==> src/sv/pdsl_pkg.sv <==
package pdsl_pkg;

  localparam int CHANNELS_DEF  = 5;
  localparam int DUTY_BITS_DEF = 10;

  localparam int REQ_W     = 2;
  localparam int CH_W      = 3;
  localparam int FIELD_W   = 16;
  localparam int CFG_W     = 10;
  localparam int CFG_IDX_W = 2;
  localparam int CALC_W    = FIELD_W + 1;

  localparam logic [CFG_IDX_W-1:0] CFG_IDX_CEILING  = 2'd0;
  localparam logic [CFG_IDX_W-1:0] CFG_IDX_SLEW     = 2'd1;
  localparam logic [CFG_IDX_W-1:0] CFG_IDX_DEF_STEP = 2'd2;

  localparam logic [CFG_W-1:0] CEILING_RST  = 10'd460;
  localparam logic [CFG_W-1:0] SLEW_RST     = 10'd10;
  localparam logic [CFG_W-1:0] DEF_STEP_RST = 10'd1;

  typedef enum logic [REQ_W-1:0] {
    REQ_SET  = 2'd0,
    REQ_RAMP = 2'd1,
    REQ_GET  = 2'd2,
    REQ_KILL = 2'd3
  } req_type_t;

  typedef enum logic [1:0] {
    ST_IDLE,
    ST_STEP,
    ST_SLEW
  } state_t;

  typedef struct packed {
    req_type_t          req;
    logic               ch_ok;
    logic [FIELD_W-1:0] duty;
    logic [FIELD_W-1:0] step;
  } req_t;

  typedef struct packed {
    logic [CFG_W-1:0] ceiling;
    logic [CFG_W-1:0] slew;
    logic [CFG_W-1:0] def_step;
  } cfg_t;

endpackage

==> src/sv/pwm_duty_slew_limiter_core.sv <==
// PWM duty store with ceiling clamp and slew limiter.
// Input channel (in_valid/in_ready): one request per transaction: set, ramp,
// get or kill, with channel, requested duty and ramp step.
// Result channel (out_valid/out_ready): exactly one result per request:
// ok, the channel's duty after the request, and whether a level was written.
// Config channel (cfg_valid/cfg_ready): always ready; index 0 ceiling,
// 1 slew limit, 2 default ramp step; other indexes are dropped. Write only
// while no request is in flight.
// Sequence: the memory read is registered on accept, the ramp step is registered
// in the step state, then clamp, slew, write-back and the result register follow in the slew state.
// Requests do not overlap: the next one is taken only after the read / step /
// write-back sequence ends; in_ready is high only in idle.
// A stalled receiver holds the result register; the write-back waits in the
// last step until the slot frees, so no result is dropped.
// Reset: registers return to their reset values and all channel duties read
// as zero at once (per-entry valid bits); kill clears the same bits.
module pwm_duty_slew_limiter_core #(
  parameter int CHANNELS  = pdsl_pkg::CHANNELS_DEF,
  parameter int DUTY_BITS = pdsl_pkg::DUTY_BITS_DEF
) (
  input  logic                           clk,
  input  logic                           rst_n,
  input  logic                           in_valid,
  output logic                           in_ready,
  input  logic [pdsl_pkg::REQ_W-1:0]     in_req_type,
  input  logic [pdsl_pkg::CH_W-1:0]      in_channel,
  input  logic [pdsl_pkg::FIELD_W-1:0]   in_requested_duty,
  input  logic [pdsl_pkg::FIELD_W-1:0]   in_ramp_step,
  output logic                           out_valid,
  input  logic                           out_ready,
  output logic                           out_ok,
  output logic [DUTY_BITS-1:0]           out_duty_now,
  output logic                           out_level_written,
  input  logic                           cfg_valid,
  output logic                           cfg_ready,
  input  logic [pdsl_pkg::CFG_IDX_W-1:0] cfg_index,
  input  logic [pdsl_pkg::CFG_W-1:0]     cfg_data
);
  import pdsl_pkg::*;

  localparam int AW = (CHANNELS > 1) ? $clog2(CHANNELS) : 1;

  state_t               state_r, state_nxt;
  cfg_t                 cfg_r;
  req_t                 req_r;
  logic [AW-1:0]        addr_r;
  logic                 in_ch_ok;
  logic [AW-1:0]        rd_addr;
  logic                 accept, step_en, commit;
  logic [DUTY_BITS-1:0] cur, new_duty;
  logic                 upd_wr, mem_wr, mem_clr, is_kill;
  logic                 out_valid_r, out_ok_r, out_lw_r;
  logic [DUTY_BITS-1:0] out_duty_r;

  assign cfg_ready = 1'b1;

  always_ff @(posedge clk) begin
    if (!rst_n) begin
      cfg_r.ceiling  <= CEILING_RST;
      cfg_r.slew     <= SLEW_RST;
      cfg_r.def_step <= DEF_STEP_RST;
    end else if (cfg_valid && cfg_ready) begin
      if (cfg_index == CFG_IDX_CEILING) begin
        cfg_r.ceiling <= cfg_data;
      end else if (cfg_index == CFG_IDX_SLEW) begin
        cfg_r.slew <= cfg_data;
      end else if (cfg_index == CFG_IDX_DEF_STEP) begin
        cfg_r.def_step <= cfg_data;
      end
    end
  end

  assign in_ch_ok = {1'b0, in_channel} < (CH_W + 1)'(CHANNELS);
  assign rd_addr  = in_ch_ok ? in_channel[AW-1:0] : '0;
  assign accept   = in_valid && in_ready;

  always_comb begin
    state_nxt = state_r;
    case (state_r)
      ST_IDLE: begin
        if (in_valid) begin
          state_nxt = ST_STEP;
        end
      end
      ST_STEP: begin
        state_nxt = ST_SLEW;
      end
      ST_SLEW: begin
        if (!out_valid_r || out_ready) begin
          state_nxt = ST_IDLE;
        end
      end
      default: begin
        state_nxt = ST_IDLE;
      end
    endcase
  end

  always_comb begin
    in_ready = 1'b0;
    step_en  = 1'b0;
    commit   = 1'b0;
    case (state_r)
      ST_IDLE: begin
        in_ready = 1'b1;
      end
      ST_STEP: begin
        step_en = 1'b1;
      end
      ST_SLEW: begin
        commit = !out_valid_r || out_ready;
      end
      default: begin
        in_ready = 1'b0;
      end
    endcase
  end

  always_ff @(posedge clk) begin
    if (!rst_n) begin
      state_r <= ST_IDLE;
    end else begin
      state_r <= state_nxt;
    end
  end

  always_ff @(posedge clk) begin
    if (accept) begin
      req_r.req   <= req_type_t'(in_req_type);
      req_r.ch_ok <= in_ch_ok;
      req_r.duty  <= in_requested_duty;
      req_r.step  <= in_ramp_step;
      addr_r      <= rd_addr;
    end
  end

  pdsl_duty_mem #(
    .CHANNELS  (CHANNELS),
    .DUTY_BITS (DUTY_BITS),
    .AW        (AW)
  ) u_mem (
    .clk     (clk),
    .rst_n   (rst_n),
    .rd_en   (accept),
    .rd_addr (rd_addr),
    .rd_data (cur),
    .wr_en   (mem_wr),
    .wr_addr (addr_r),
    .wr_data (new_duty),
    .clr     (mem_clr)
  );

  pdsl_update #(
    .DUTY_BITS (DUTY_BITS)
  ) u_update (
    .clk      (clk),
    .step_en  (step_en),
    .req      (req_r),
    .cfg      (cfg_r),
    .cur      (cur),
    .new_duty (new_duty),
    .wr       (upd_wr)
  );

  assign is_kill = (req_r.req == REQ_KILL);
  assign mem_wr  = commit && !is_kill && req_r.ch_ok && upd_wr;
  assign mem_clr = commit && is_kill;

  always_ff @(posedge clk) begin
    if (!rst_n) begin
      out_valid_r <= 1'b0;
    end else if (commit) begin
      out_valid_r <= 1'b1;
    end else if (out_ready) begin
      out_valid_r <= 1'b0;
    end
  end

  always_ff @(posedge clk) begin
    if (commit) begin
      out_ok_r <= is_kill || req_r.ch_ok;
      out_lw_r <= is_kill || (req_r.ch_ok && upd_wr);
      if (is_kill || !req_r.ch_ok) begin
        out_duty_r <= '0;
      end else if (upd_wr) begin
        out_duty_r <= new_duty;
      end else begin
        out_duty_r <= cur;
      end
    end
  end

  assign out_valid         = out_valid_r;
  assign out_ok            = out_ok_r;
  assign out_duty_now      = out_duty_r;
  assign out_level_written = out_lw_r;

  a_rose_after_slew: assert property (@(posedge clk) disable iff (!rst_n)
    $rose(out_valid_r) |-> $past(state_r) == ST_SLEW)
    else $error("result appeared outside write-back");

  a_reject_zero: assert property (@(posedge clk) disable iff (!rst_n)
    out_valid_r && !out_ok_r |-> out_duty_r == '0 && !out_lw_r)
    else $error("rejected request carries data");

  a_written_ok: assert property (@(posedge clk) disable iff (!rst_n)
    out_valid_r && out_lw_r |-> out_ok_r)
    else $error("level written without ok");

  a_mem_wr_slot: assert property (@(posedge clk) disable iff (!rst_n)
    mem_wr |-> state_r == ST_SLEW && req_r.ch_ok && !mem_clr)
    else $error("duty write outside write-back");

  a_no_accept_busy: assert property (@(posedge clk) disable iff (!rst_n)
    accept |=> !in_ready ##1 !in_ready)
    else $error("request accepted while busy");

endmodule

==> src/sv/pdsl_duty_mem.sv <==
module pdsl_duty_mem #(
  parameter int CHANNELS  = pdsl_pkg::CHANNELS_DEF,
  parameter int DUTY_BITS = pdsl_pkg::DUTY_BITS_DEF,
  parameter int AW        = (CHANNELS > 1) ? $clog2(CHANNELS) : 1
) (
  input  logic                 clk,
  input  logic                 rst_n,
  input  logic                 rd_en,
  input  logic [AW-1:0]        rd_addr,
  output logic [DUTY_BITS-1:0] rd_data,
  input  logic                 wr_en,
  input  logic [AW-1:0]        wr_addr,
  input  logic [DUTY_BITS-1:0] wr_data,
  input  logic                 clr
);

  logic [DUTY_BITS-1:0] mem [CHANNELS];
  logic [CHANNELS-1:0]  vld_r;
  logic [DUTY_BITS-1:0] rd_data_r;
  logic                 rd_vld_r;

  always_ff @(posedge clk) begin
    if (wr_en) begin
      mem[wr_addr] <= wr_data;
    end
    if (rd_en) begin
      rd_data_r <= mem[rd_addr];
    end
  end

  always_ff @(posedge clk) begin
    if (!rst_n) begin
      vld_r    <= '0;
      rd_vld_r <= 1'b0;
    end else begin
      if (clr) begin
        vld_r <= '0;
      end else if (wr_en) begin
        vld_r[wr_addr] <= 1'b1;
      end
      if (rd_en) begin
        rd_vld_r <= vld_r[rd_addr];
      end
    end
  end

  assign rd_data = rd_vld_r ? rd_data_r : '0;

endmodule

==> src/sv/pdsl_update.sv <==
module pdsl_update #(
  parameter int DUTY_BITS = pdsl_pkg::DUTY_BITS_DEF
) (
  input  logic                 clk,
  input  logic                 step_en,
  input  pdsl_pkg::req_t       req,
  input  pdsl_pkg::cfg_t       cfg,
  input  logic [DUTY_BITS-1:0] cur,
  output logic [DUTY_BITS-1:0] new_duty,
  output logic                 wr
);
  import pdsl_pkg::*;

  localparam logic [CALC_W-1:0] DUTY_MASK = CALC_W'((32'd1 << DUTY_BITS) - 32'd1);

  logic [CALC_W-1:0] cur_e, ceil_e, ceil_eff, duty_e, tgt, step_e, up, dn_gap;
  logic [CALC_W-1:0] cand, cand_r, want, slew_e, res;
  logic              cand_wr, cand_wr_r;

  always_comb begin
    cur_e    = CALC_W'(cur);
    ceil_e   = CALC_W'(cfg.ceiling);
    ceil_eff = (ceil_e > DUTY_MASK) ? DUTY_MASK : ceil_e;
    duty_e   = CALC_W'(req.duty);
    tgt      = (duty_e > ceil_eff) ? ceil_eff : duty_e;
    step_e   = (req.step == '0) ? CALC_W'(cfg.def_step) : CALC_W'(req.step);
    up       = cur_e + step_e;
    dn_gap   = cur_e - tgt;
    cand     = cur_e;
    cand_wr  = 1'b0;
    case (req.req)
      REQ_SET: begin
        cand    = tgt;
        cand_wr = 1'b1;
      end
      REQ_RAMP: begin
        if (cur_e < tgt) begin
          cand    = (up > tgt) ? tgt : up;
          cand_wr = 1'b1;
        end else if (cur_e > tgt) begin
          cand    = (dn_gap < step_e) ? tgt : cur_e - step_e;
          cand_wr = 1'b1;
        end
      end
      default: begin
        cand    = cur_e;
        cand_wr = 1'b0;
      end
    endcase
  end

  always_ff @(posedge clk) begin
    if (step_en) begin
      cand_r    <= cand;
      cand_wr_r <= cand_wr;
    end
  end

  always_comb begin
    slew_e = CALC_W'(cfg.slew);
    want   = (cand_r > ceil_eff) ? ceil_eff : cand_r;
    res    = want;
    if (want > cur_e && (want - cur_e) > slew_e) begin
      res = cur_e + slew_e;
    end else if (want < cur_e && (cur_e - want) > slew_e) begin
      res = cur_e - slew_e;
    end
  end

  assign new_duty = res[DUTY_BITS-1:0];
  assign wr       = cand_wr_r;

endmodule

==> config.mk <==
export PLATFORM = sky130hd
export DESIGN_NAME = pwm_duty_slew_limiter_core
export DESIGN_NICKNAME = d
export VERILOG_FILES = /design/src/sv/pdsl_pkg.sv /design/src/sv/pwm_duty_slew_limiter_core.sv /design/src/sv/pdsl_duty_mem.sv /design/src/sv/pdsl_update.sv
export SDC_FILE = /design/constraint.sdc
export NUM_CORES = 1
export LEC_CHECK = 0
export ABC_AREA = 1
export BUFFER_PORTS_ARGS = -buffer_cell sky130_fd_sc_hd__buf_4
export CAP_MARGIN = 40
export CORE_ASPECT_RATIO = 0.7
export CORE_MARGIN = 4
export CORE_UTILIZATION = 60
export DETAILED_ROUTE_END_ITERATION = 8
export PLACE_DENSITY = 0.79
export SLEW_MARGIN = 20
export SYNTH_ARGS = -nofsm -noshare
export SYNTH_HDL_FRONTEND = slang
export SYNTH_SLANG_ARGS = --single-unit
==> constraint.sdc <==
create_clock -name clk -period 6.56 [get_ports clk]
set_input_delay 0.656 -clock clk [delete_from_list [all_inputs] [get_ports clk]]
set_output_delay 0.656 -clock clk [all_outputs]
set_load 0.02 [all_outputs]
After elaboration in Yosys (flattened, before gate mapping)
Memories as Yosys holds them, arrays and structs flattened. A register that Yosys moved wholly into a read port is not among the register bits.
Index checks and enable logic that the tools add are counted.
- memory bits (writable): 50
- logic and storage cells: 107
- memories: 1
- output and inout bits: 15
- input bits: 54
- flip-flop bits (word level): 107
- memory list (name ; words ; width ; read ports ; clocked after memory_dff ; write ports ; line ; RTL):
    u_mem.mem ; 5 ; 10 ; 1 ; 1 ; 1 ; pdsl_duty_mem.sv:17 ; logic [DUTY_BITS-1:0] mem [CHANNELS];
- muxes and demuxes: 30
- add/subtract/negate cells: 7
- reductions and logical operators: 26
- bitwise gates (word level): 4
- order comparisons: 14
- equality and inequality tests: 8
- operators with widths (cell ; number):
    $mux 17 ; 5
    $gt 17x10->1 ; 4
    $sub 10x17->17 ; 3
    $mux 10 ; 4
    $pmux 17 s2 ; 1
    $mux 16 ; 2
    $add 10x17->17 ; 1
    $gt 10x17->1 ; 1
    $gt 17x17->1 ; 1
    $lt 10x17->1 ; 1
    $lt 17x10->1 ; 1
    $lt 17x17->1 ; 1
    $sub 17x10->17 ; 1
    $gt 16x10->1 ; 1
    $logic_not 16->1 ; 1
    $mux 1 ; 11
    $add 10x10->10 ; 1
    $sub 10x10->10 ; 1
    $logic_and 1x1->1 ; 9
    $lt 3x4->1 const B ; 2
    $eq 2x1->1 const B ; 3
    $eq 2x2->1 const B ; 3
    $logic_not 2->1 ; 3
    $pmux 2 s3 ; 1
    other kinds (17) ; 27

Longest topological paths before layout
Gate-level depths: netlist of run 1.
- depth after elaboration: 8
- gate-level depth with buffers: 39
- depth with buffers taken out: 37

Hierarchy
A second synthesis of run 1 with hierarchy kept.
- cells, all modules: 1632
- area total of the unflattened synthesis: 12729.7 um^2
- by module, submodules not included (module ; area each (um^2) ; times used ; cells each ; sequential area each (um^2)):
    pdsl_update ; 6991.7 ; 1 ; 1104 ; 540.5
    pwm_duty_slew_limiter_core ; 3115.5 ; 1 ; 300 ; 2162.1
    pdsl_duty_mem ; 2622.5 ; 1 ; 228 ; 1921.8

Least setup slack after synthesis of run 1
No wires, ideal clock.
- path kind: flip-flop to flip-flop
- from: reg cfg_r[26] in the netlist's numbering
- to: reg out_duty_r[2], in the netlist out_duty_now[2] (data pin)
- cell stages (with the launch flop): 30
- buffers on the path: 2
- required time: 6.305 ns
- library setup time: 0.255 ns
- slack: 1.548 ns
- period minus slack after synthesis: 5.012 ns
- arrival: 4.757 ns
- cells stage by stage: dfxtp_1 -> inv_1 -> ha_1 -> nand2_1 -> nor3_1 -> nand2_1 -> o211a_1 -> o21ai_0 -> nand2_1 -> clkbuf_1 -> o21ai_0 -> inv_1 -> fa_1 -> a221o_1 -> a21oi_1 -> xor2_1 -> ha_1 -> nand2_1 -> nor2_1 -> nand3_1 -> nand4_1 -> a21oi_1 -> or2_2 -> nand3_1 -> nand2_1 -> buf_2 -> o211ai_1 -> o31ai_1 -> o21ai_0 -> inv_1
- cells in the longest elaborated chain, start to end: 8
- elaborated cells between the ends (all ways): 13
- classes of those cells: add/sub: 2; order compare: 5; mux: 4; reduce/logical: 2
- ends and longest elaborated chain (element ; line ; RTL):
    from (decl) ; pwm_duty_slew_limiter_core.sv:44 ; cfg_t cfg_r;
    $gt 17x10->1 ; pdsl_update.sv:61 ; want = (cand_r > ceil_eff) ? ceil_eff : cand_r;
    $mux 17 (*) ; pdsl_update.sv:61 ;
    $sub 10x17->17 ; pdsl_update.sv:65 ; end else if (want < cur_e && (cur_e - want) > slew_e) begin
    $gt 17x10->1 ; pdsl_update.sv:65 ;
    $logic_and 1x1->1 ; pdsl_update.sv:65 ;
    $mux 10 ; pdsl_update.sv:65 ;
    $mux 10 (*) ; pdsl_update.sv:63 ; if (want > cur_e && (want - cur_e) > slew_e) begin
    via new_duty[2] ; pwm_duty_slew_limiter_core.sv:50 ; logic [DUTY_BITS-1:0] cur, new_duty;
    $mux 10 (*) ; pwm_duty_slew_limiter_core.sv:185 ; end else if (upd_wr) begin
    to (signal assigned) ; pwm_duty_slew_limiter_core.sv:186 ; out_duty_r <= new_duty;
    to (signal assigned) ; pwm_duty_slew_limiter_core.sv:188 ; out_duty_r <= cur;
    to (decl) ; pwm_duty_slew_limiter_core.sv:53 ; logic [DUTY_BITS-1:0] out_duty_r;
The timed path passes the listed nets; every way through them passes the cells marked *.
A chain may end at the register's enable or synchronous reset.

Worst setup path in the final report of run 1
- from: reg cfg_r[26] in the netlist's numbering
- to: reg out_duty_r[4], in the netlist out_duty_now[4] (data pin)
The elaborated chain is that of the path after synthesis.

==> results of run 1 <==
routing by layer:
metal,share of wire,GRT usage,vias to the layer above
met4,0.020,0.0860,0
met5,0,0,-
met3,0.16,0.126,61
li1,-,-,5268
met1,0.44,0.484,5125
met2,0.38,0.434,730
stage by stage:
stage / hold slack [ns] / total power, uW
floorplan: 0.425 / 1810
global placement: 0.438 / 2040
detailed placement: 0.446 / 2060
CTS: 0.366 / 3120
global route: 0.369 / 3290
finish: 0.381 / 3150
worst max-delay path: cells and delay by family, from the launching register on:
family	cells	cell delay, ns
buffers and inverters	4	0.62
adder cells (fa/ha/maj)	3	0.94
flip-flops	1	0.33
AO/OA/AOI/OAI	10	2.19
XOR/XNOR	1	0.16
AND/OR/NAND/NOR	13	1.57
worst paths after layout:
| kind | endpoint | slack [ns] | depth (start not counted) |
|---|---|---|---|
| hold / removal | req_r[11]$_DFFE_PP_ | 0.38 | 1 |
| hold reg to reg | u_mem.vld_r[1]$_SDFFE_PP0P_ | 0.45 | 2 |
| setup / recovery | out_duty_now[4]$_SDFFCE_PP0P_ | 0.61 | 31 |
| setup reg to reg | out_duty_now[4]$_SDFFCE_PP0P_ | 0.61 | 31 |
state kept, by name, indices dropped and copies added, names as in the netlist, 2 cells and up:
register and count:
state_r 2, u_update.cand_r 17, req_r 35, addr_r 3
u_mem.mem 50, u_mem.vld_r 5, out_duty_now 10, cfg_r 30
u_mem.rd_data_r 10
cells in the final DEF (no fill, tap or decap), types with 3 or more instances in the layout:
cell and count:
buf_4 95, o21ai_1 11, a211oi_1 3, nand3_1 105, nand2_1 250, o211ai_1 14, edfxtp_1 128, nand2_2 19
nand3_2 3, xor2_1 51, nand4_1 20, nor2_1 96, fa_1 7, inv_2 9, o21ai_0 98, conb_1 7
inv_1 234, a31oi_1 15, ha_1 131, nor2_2 7, nand3b_1 3, o21a_1 12, nor3_1 11, o21bai_1 23
a21oi_1 123, nand3_4 3, a21o_1 4, buf_8 3, xnor2_1 6, nor4_1 5, nand2_4 5, o22ai_1 10
dfxtp_1 39, clkbuf_16 21, o31ai_1 4
kinds of logic (layout without fill, tap and decap cells):
family | Yosys count | after routing
simple gates | 536 | 536
compound gates | 329 | 329
buf+inv | 287 | 376
flops | 167 | 167
fa+ha+maj | 138 | 138
xor+xnor | 57 | 57
other cells | 1 | 7
mux | 1 | 1
area by class of cell:
type,instances,area (um^2)
clock inverters,7,75.1
repair buffers,98,758
flip-flops and latches,167,4620
fillers,1668,6100
well taps,270,338
clock buffers,25,561
inverters,246,926
multi-input cells,1068,6630
power by group:
part | leakage (uW) | internal (uW) | switching (uW)
combinational | 0.00480 | 276 | 550
sequential | 0.00152 | 1220 | 27.1
clock | 0.000311 | 637 | 435
==> impl_metrics.csv, run 1 <==
group,metric,value,unit
cells_and_area,fin_util,0.695,
sta,post-route-period-util,0.907,
clock_tree,clk_pin_slew,0.08,ns
clock_tree,cts_num_sinks,167,
logic_synthesis,synth.most_common_cell,"nand2_1",
sta,worst_pin_slew,0.876,ns
sta,setup_ws,0.613,ns
place,place_area,13200,um^2
status,status,"finished clean",
logic_synthesis,yosysWarnings,0,
floorplanning,die_w,180,um
sta,rsz0062_at_grt,"no",
floorplanning,coreArea,20000,um^2
logic_synthesis,yosys-top-cells-area,"edfxtp_1 31%, ha_1 13%, nand2_1 7.6%",
detailed_routing,drc,0,
critical_path,worstPathMaxFanout,9,
cells_and_area,areaGrowthSynthToFinish,12.6,%
logic_synthesis,synth_top_family_by_area,"simple AND/OR/NAND/NOR gates",
logic_synthesis,synth_enable_flop_cells,128,
floorplanning,die-area,23000,um^2
logic_synthesis,synth-seq-area-share,0.374,
floorplanning,placementRows,43,
logic_synthesis,synth_xor_area_frac,0.0404,
clock_tree,clock-root-buffer,"clkbuf_16",
critical_path,worst-endpoint-required,6.87,ns
power,vdd_drop_max,0.214,mV
logic_synthesis,synth_cell_types,55,
logic_synthesis,synthSimpleGateAreaFrac,0.198,
detailed_routing,ant_nets,0,
detailed_routing,num_vias,11200,
logic_synthesis,ys_ff_latch,167,
cells_and_area,n_antenna_cell,0,
logic_synthesis,synthTopCellsByCount,"250 x nand2_1, 235 x inv_1, 131 x ha_1, 128 x edfxtp_1, 123 x a21oi_1",
logic_synthesis,synthMuxAreaShare,0.000810,
place,place_hpwl,28.9,mm
clock_tree,worstSkewPairLatency,0.45,ns
sta,tns,0,ns
logic_synthesis,avgSynthCellArea,8.15,um^2
sta,relSlewSlack,0.411,
cells_and_area,final_cells,1881,
min_path,min_path_type,"input pin to flip-flop",
sta,hold_viol_final,0,
critical_path,startpoint,"cfg_r[26]$_SDFFE_PN1P_",
critical_path,rr_startpoint,"cfg_r[26]$_SDFFE_PN1P_",
global_route,grt_start_max_net_pins,47,
logic_synthesis,async_flop_share,0,
place,place_ws,0.747,ns
power,cellPowerDensity,226,nW/um^2
critical_path,worstSetupEndpointType,"flip-flop",
global_route,grt_pass1_vias,10200,
sta,setup_viol,0,
clock_tree,cts_hold_buf,0,
detailed_routing,drt-pass1-iter-count,8,
logic_synthesis,synthAdderAreaFrac,0.144,
global_route,grt.overflow.total,0,
detailed_routing,wl_per_cell,19.9,um
detailed_routing,wl,37.5,mm
detailed_routing,drtIter0Drc,1606,
clock_tree,post_cts_buffers,0,
sta,max_freq,168,MHz
global_route,grt_usage,0.324,
detailed_routing,via_per_inst,5.95,
cells_and_area,fin_area,13900,um^2
run,cap_violations,0,
clock_tree,cts_tree,"yes",
sta,fin_crit,5.95,ns
floorplanning,initial_core_util,0.617,
critical_path,slowest_delay,0.47,ns
power,p_leak,0.00663,uW
logic_synthesis,synth.top_cell.area_share,0.311,
critical_path,start_kind,"flip-flop",
cells_and_area,drive_gt1_frac,0.115,
logic_synthesis,synth_top_area_cell,"edfxtp_1",
cells_and_area,final_nets,1790,
logic_synthesis,ys_dominant_reg_cell,"edfxtp_1",
min_path,hp-start,"in_ramp_step[11]",
clock_tree,clk_path_buf_depth,2,
place,io_buffers,67,
clock_tree,cts_buffers,17,
global_route,grt_pass1_wl,57.3,mm
logic_synthesis,synth_compound_area_frac,0.152,
place,place.gp.congestion,1.02,
sta,finClkSkew,0.0154,ns
critical_path,crit_path_frequent_cell,"nand2_1",
global_route,antenna_found_initial,0,
place,dp_cells,1846,
floorplanning,io_pins,69,
critical_path,cp.arrival,6.26,ns
logic_synthesis,syn-cell-area,12400,um^2
floorplanning,die_h,128,um
critical_path,worstSetupPathType,"flip-flop to flip-flop",
clock_tree,cts_resized,0,
critical_path,cp_slowest_cell,"o21ai_0",
logic_synthesis,postSynthCellCount,1516,
clock_tree,cts_htree_levels,4,
sta,final-max-slew-violation-count,0,
No activity file was read; power rests on OpenSTA's default activity.
==> run 2, diff against run 1 <==
--- a/config.mk
+++ b/config.mk
@@ -5,7 +5,6 @@
 export SDC_FILE = /design/constraint.sdc
 export NUM_CORES = 1
 export LEC_CHECK = 0
-export ABC_AREA = 1
 export BUFFER_PORTS_ARGS = -buffer_cell sky130_fd_sc_hd__buf_4
 export CAP_MARGIN = 40
 export CORE_ASPECT_RATIO = 0.7
==> run 2 against run 1 <==
  * Worst hold slack got worse by 0.0074 ns
  * Die area decreased by 0.95%
  * Count of clock-buffer cells in the layout decreased by 6
  * Cell count decreased by 8.0%
  * Synthesized cell count decreased by 14%
  * Via count decreased by 0.46%
  * Sequential power about the same
  * Critical path depth decreased by 3
  * Clock power increased by 6%
  * Critical path type unchanged
  * Largest cell class unchanged
==> impl_metrics.csv, run 2 <==
group,metric,value,unit
status,status,"finished clean",
floorplanning,io_pins,69,
logic_synthesis,synth.most_common_cell,"nand2_1",
floorplanning,die_w,179,um
sta,post-route-period-util,0.988,
critical_path,startpoint,"req_r[7]$_DFFE_PP_",
clock_tree,clock-root-buffer,"clkbuf_16",
logic_synthesis,synth_top_family_by_area,"compound AO/OA/AOI/OAI gates",
logic_synthesis,synth.top_cell.area_share,0.314,
power,p_leak,0.00627,uW
critical_path,cp_slowest_cell,"or4_4",
detailed_routing,ant_nets,0,
critical_path,start_kind,"flip-flop",
detailed_routing,drtIter0Drc,1492,
power,cellPowerDensity,226,nW/um^2
sta,setup_viol,0,
cells_and_area,fin_util,0.735,
logic_synthesis,async_flop_share,0,
min_path,min_path_type,"input pin to flip-flop",
cells_and_area,largest_reg_flops,50,
clock_tree,clk_pin_slew,0.08,ns
detailed_routing,wl,39.6,mm
critical_path,worstPathMaxFanout,7,
min_path,hp-start,"in_ramp_step[12]",
critical_path,crit_path_frequent_cell,"a21o_1",
global_route,antenna_found_initial,0,
critical_path,cp.arrival,6.73,ns
min_path,hold_end,"req_r[12]$_DFFE_PP_",
logic_synthesis,synthMuxAreaShare,0.0302,
floorplanning,initial_core_util,0.615,
sta,fin_hold_ws,0.374,ns
clock_tree,clk_path_buf_depth,2,
critical_path,rr_startpoint,"req_r[7]$_DFFE_PP_",
floorplanning,coreArea,19900,um^2
critical_path,r2r_end,"u_update.cand_r[4]$_DFFE_PN_",
sta,finClkSkew,0.0148,ns
clock_tree,cts_buffers,17,
sta,setup_ws,0.0798,ns
detailed_routing,num_vias,11100,
place,io_buffers,67,
logic_synthesis,ys_dominant_reg_cell,"edfxtp_1",
detailed_routing,wl_per_cell,22.9,um
cells_and_area,drive_gt1_frac,0.201,
sta,max_freq,154,MHz
logic_synthesis,synth_top_area_cell,"edfxtp_1",
cells_and_area,areaGrowthSynthToFinish,19.6,%
logic_synthesis,avgSynthCellArea,9.40,um^2
cells_and_area,final_common_cell,"buf_4",
cells_and_area,final_nets,1640,
detailed_routing,drc,0,
critical_path,r2r_setup_slack,0.08,ns
global_route,grt.overflow.total,0,
min_path,holdPathStages,1,
detailed_routing,via_per_inst,6.43,
critical_path,ff2ff_path_depth,28,
place,place_ws,-0.228,ns
critical_path,worstSetupEndpointType,"flip-flop",
global_route,grt_start_max_net_pins,51,
run,cap_violations,0,
detailed_routing,drt-pass1-iter-count,9,
sta,hold_viol_final,0,
cells_and_area,regMostFlops,"u_mem.mem",
critical_path,slowest_delay,0.55,ns
logic_synthesis,synthAdderAreaFrac,0.148,
power,vdd_drop_max,0.225,mV
floorplanning,die-area,22800,um^2
logic_synthesis,synthTopCellsByCount,"140 x nand2_1, 131 x ha_1, 128 x edfxtp_1, 111 x inv_1, 87 x a21oi_1",
global_route,grt_pass1_vias,10500,
clock_tree,cts_hold_buf,0,
logic_synthesis,ys_ff_latch,167,
cells_and_area,n_antenna_cell,0,
floorplanning,die_h,127,um
floorplanning,placementRows,43,
sta,fin_crit,6.48,ns
clock_tree,worstSkewPairLatency,0.45,ns
place,place_hpwl,30.1,mm
cells_and_area,top_regs,"u_mem.mem: 50 flops, req_r: 35 flops, cfg_r: 30 flops",
logic_synthesis,synthSimpleGateAreaFrac,0.154,
logic_synthesis,yosys-top-cells-area,"edfxtp_1 31%, ha_1 13%, dfxtp_1 6.4%",
logic_synthesis,syn-cell-area,12200,um^2
clock_tree,cts_num_sinks,167,
sta,final-max-slew-violation-count,0,
clock_tree,cts_tree,"yes",
global_route,grt_pass1_wl,59.7,mm
logic_synthesis,synth-seq-area-share,0.378,
sta,relSlewSlack,0.434,
logic_synthesis,yosysWarnings,0,
logic_synthesis,synth_enable_flop_cells,128,
logic_synthesis,synth_xor_area_frac,0.0344,
global_route,grt_usage,0.346,
clock_tree,cts_htree_levels,4,
place,place.gp.congestion,1.02,
critical_path,worstSetupPathType,"flip-flop to flip-flop",
cells_and_area,final_cell_mix,"162 x buf_4, 140 x nand2_1, 129 x ha_1",
sta,worst_pin_slew,0.848,ns
logic_synthesis,synth_compound_area_frac,0.204,
logic_synthesis,synth_cell_types,87,
critical_path,worst-endpoint-required,6.81,ns
logic_synthesis,postSynthCellCount,1301,
run 2: cell types whose count changed after synthesis, sizes merged, moves of 34 or more:
cell | before | now
nand2 | 275 | 140
a21oi | 123 | 89
xor2 | 51 | 11
inv | 244 | 111
o21ai | 111 | 77
nor2 | 104 | 70
nand3 | 111 | 43
run 2: cells by family (layout without fill, tap and decap cells):
logic type	after synthesis	count (layout)
buf+inv	158	312
other cells	1	7
simple gates	386	386
fa+ha+maj	141	141
mux	35	35
flops	167	167
xor+xnor	48	48
compound gates	365	365
run 2: area by class of cell:
cell class              instances  area, um^2
flip-flops and latches        167        4620
multi-input cells             982        7320
clock buffers                  19         433
clock inverters                13         206
repair buffers                168        1290
inverters                     112         420
well taps                     270         338
fillers                      1450        5280
run 2: critical path: cells and delay by family (launching register included):
family,cells,cell delay [ns]
AO/OA/AOI/OAI,17,3.24
XOR/XNOR,1,0.17
buffers and inverters,2,0.35
AND/OR/NAND/NOR,6,1.57
flip-flops,1,0.39
adder cells (fa/ha/maj),2,0.55
run 2: what timing repair did:
| action | 4_1_cts | 5_1_grt |
|---|---|---|
| buffers inserted | 0 | 15 |
| cloned | 0 | 1 |
| endpoints found under the hold margin | 0 | 0 |
| pin swaps | 3 | 25 |
| endpoints found under the setup margin | 22 | 77 |
| resized for setup | 15 | 66 |
run 2: through the flow:
stage / TNS, ns / total power (uW) / instance area (um^2) / cells
final: 0 / 3300 / 14600 / 1731
after global routing: -1.20 / 3430 / 14600 / 1731
after floorplan: 0 / 1780 / 12300 / 1307
after CTS: 0 / 3200 / 14200 / 1713
after global placement: -0.929 / 2060 / 13500 / 1681
after detailed placement: -1.77 / 2080 / 13500 / 1681
run 2: how the worst max path moves through the flow:
stage / to / slack (ns) / depth (start not counted)
floorplan: u_update.cand_r[0]$_DFFE_PN_ / 0.26 / 28
global placement: u_update.cand_r[9]$_DFFE_PN_ / -0.18 / 29
detailed placement: u_update.cand_r[0]$_DFFE_PN_ / -0.23 / 27
CTS: u_update.cand_r[0]$_DFFE_PN_ / 0.0006 / 29
global route: u_update.cand_r[9]$_DFFE_PN_ / -0.09 / 29
finish: u_update.cand_r[4]$_DFFE_PN_ / 0.08 / 28
run 2: where the power goes:
part	switching, uW	total, uW	internal, uW	leakage (uW)
Clock	477	1130	653	0.000313
Sequential	31.2	1250	1220	0.00151
Combinational	544	922	378	0.00445
run 2: metal layers:
metal	vias to the layer above	track usage	routed length [um]
met5	-	0.0263	76
met3	56	0.161	6470
li1	5041	-	-
met2	761	0.445	15100
met1	5273	0.523	17200
met4	2	0.0762	700
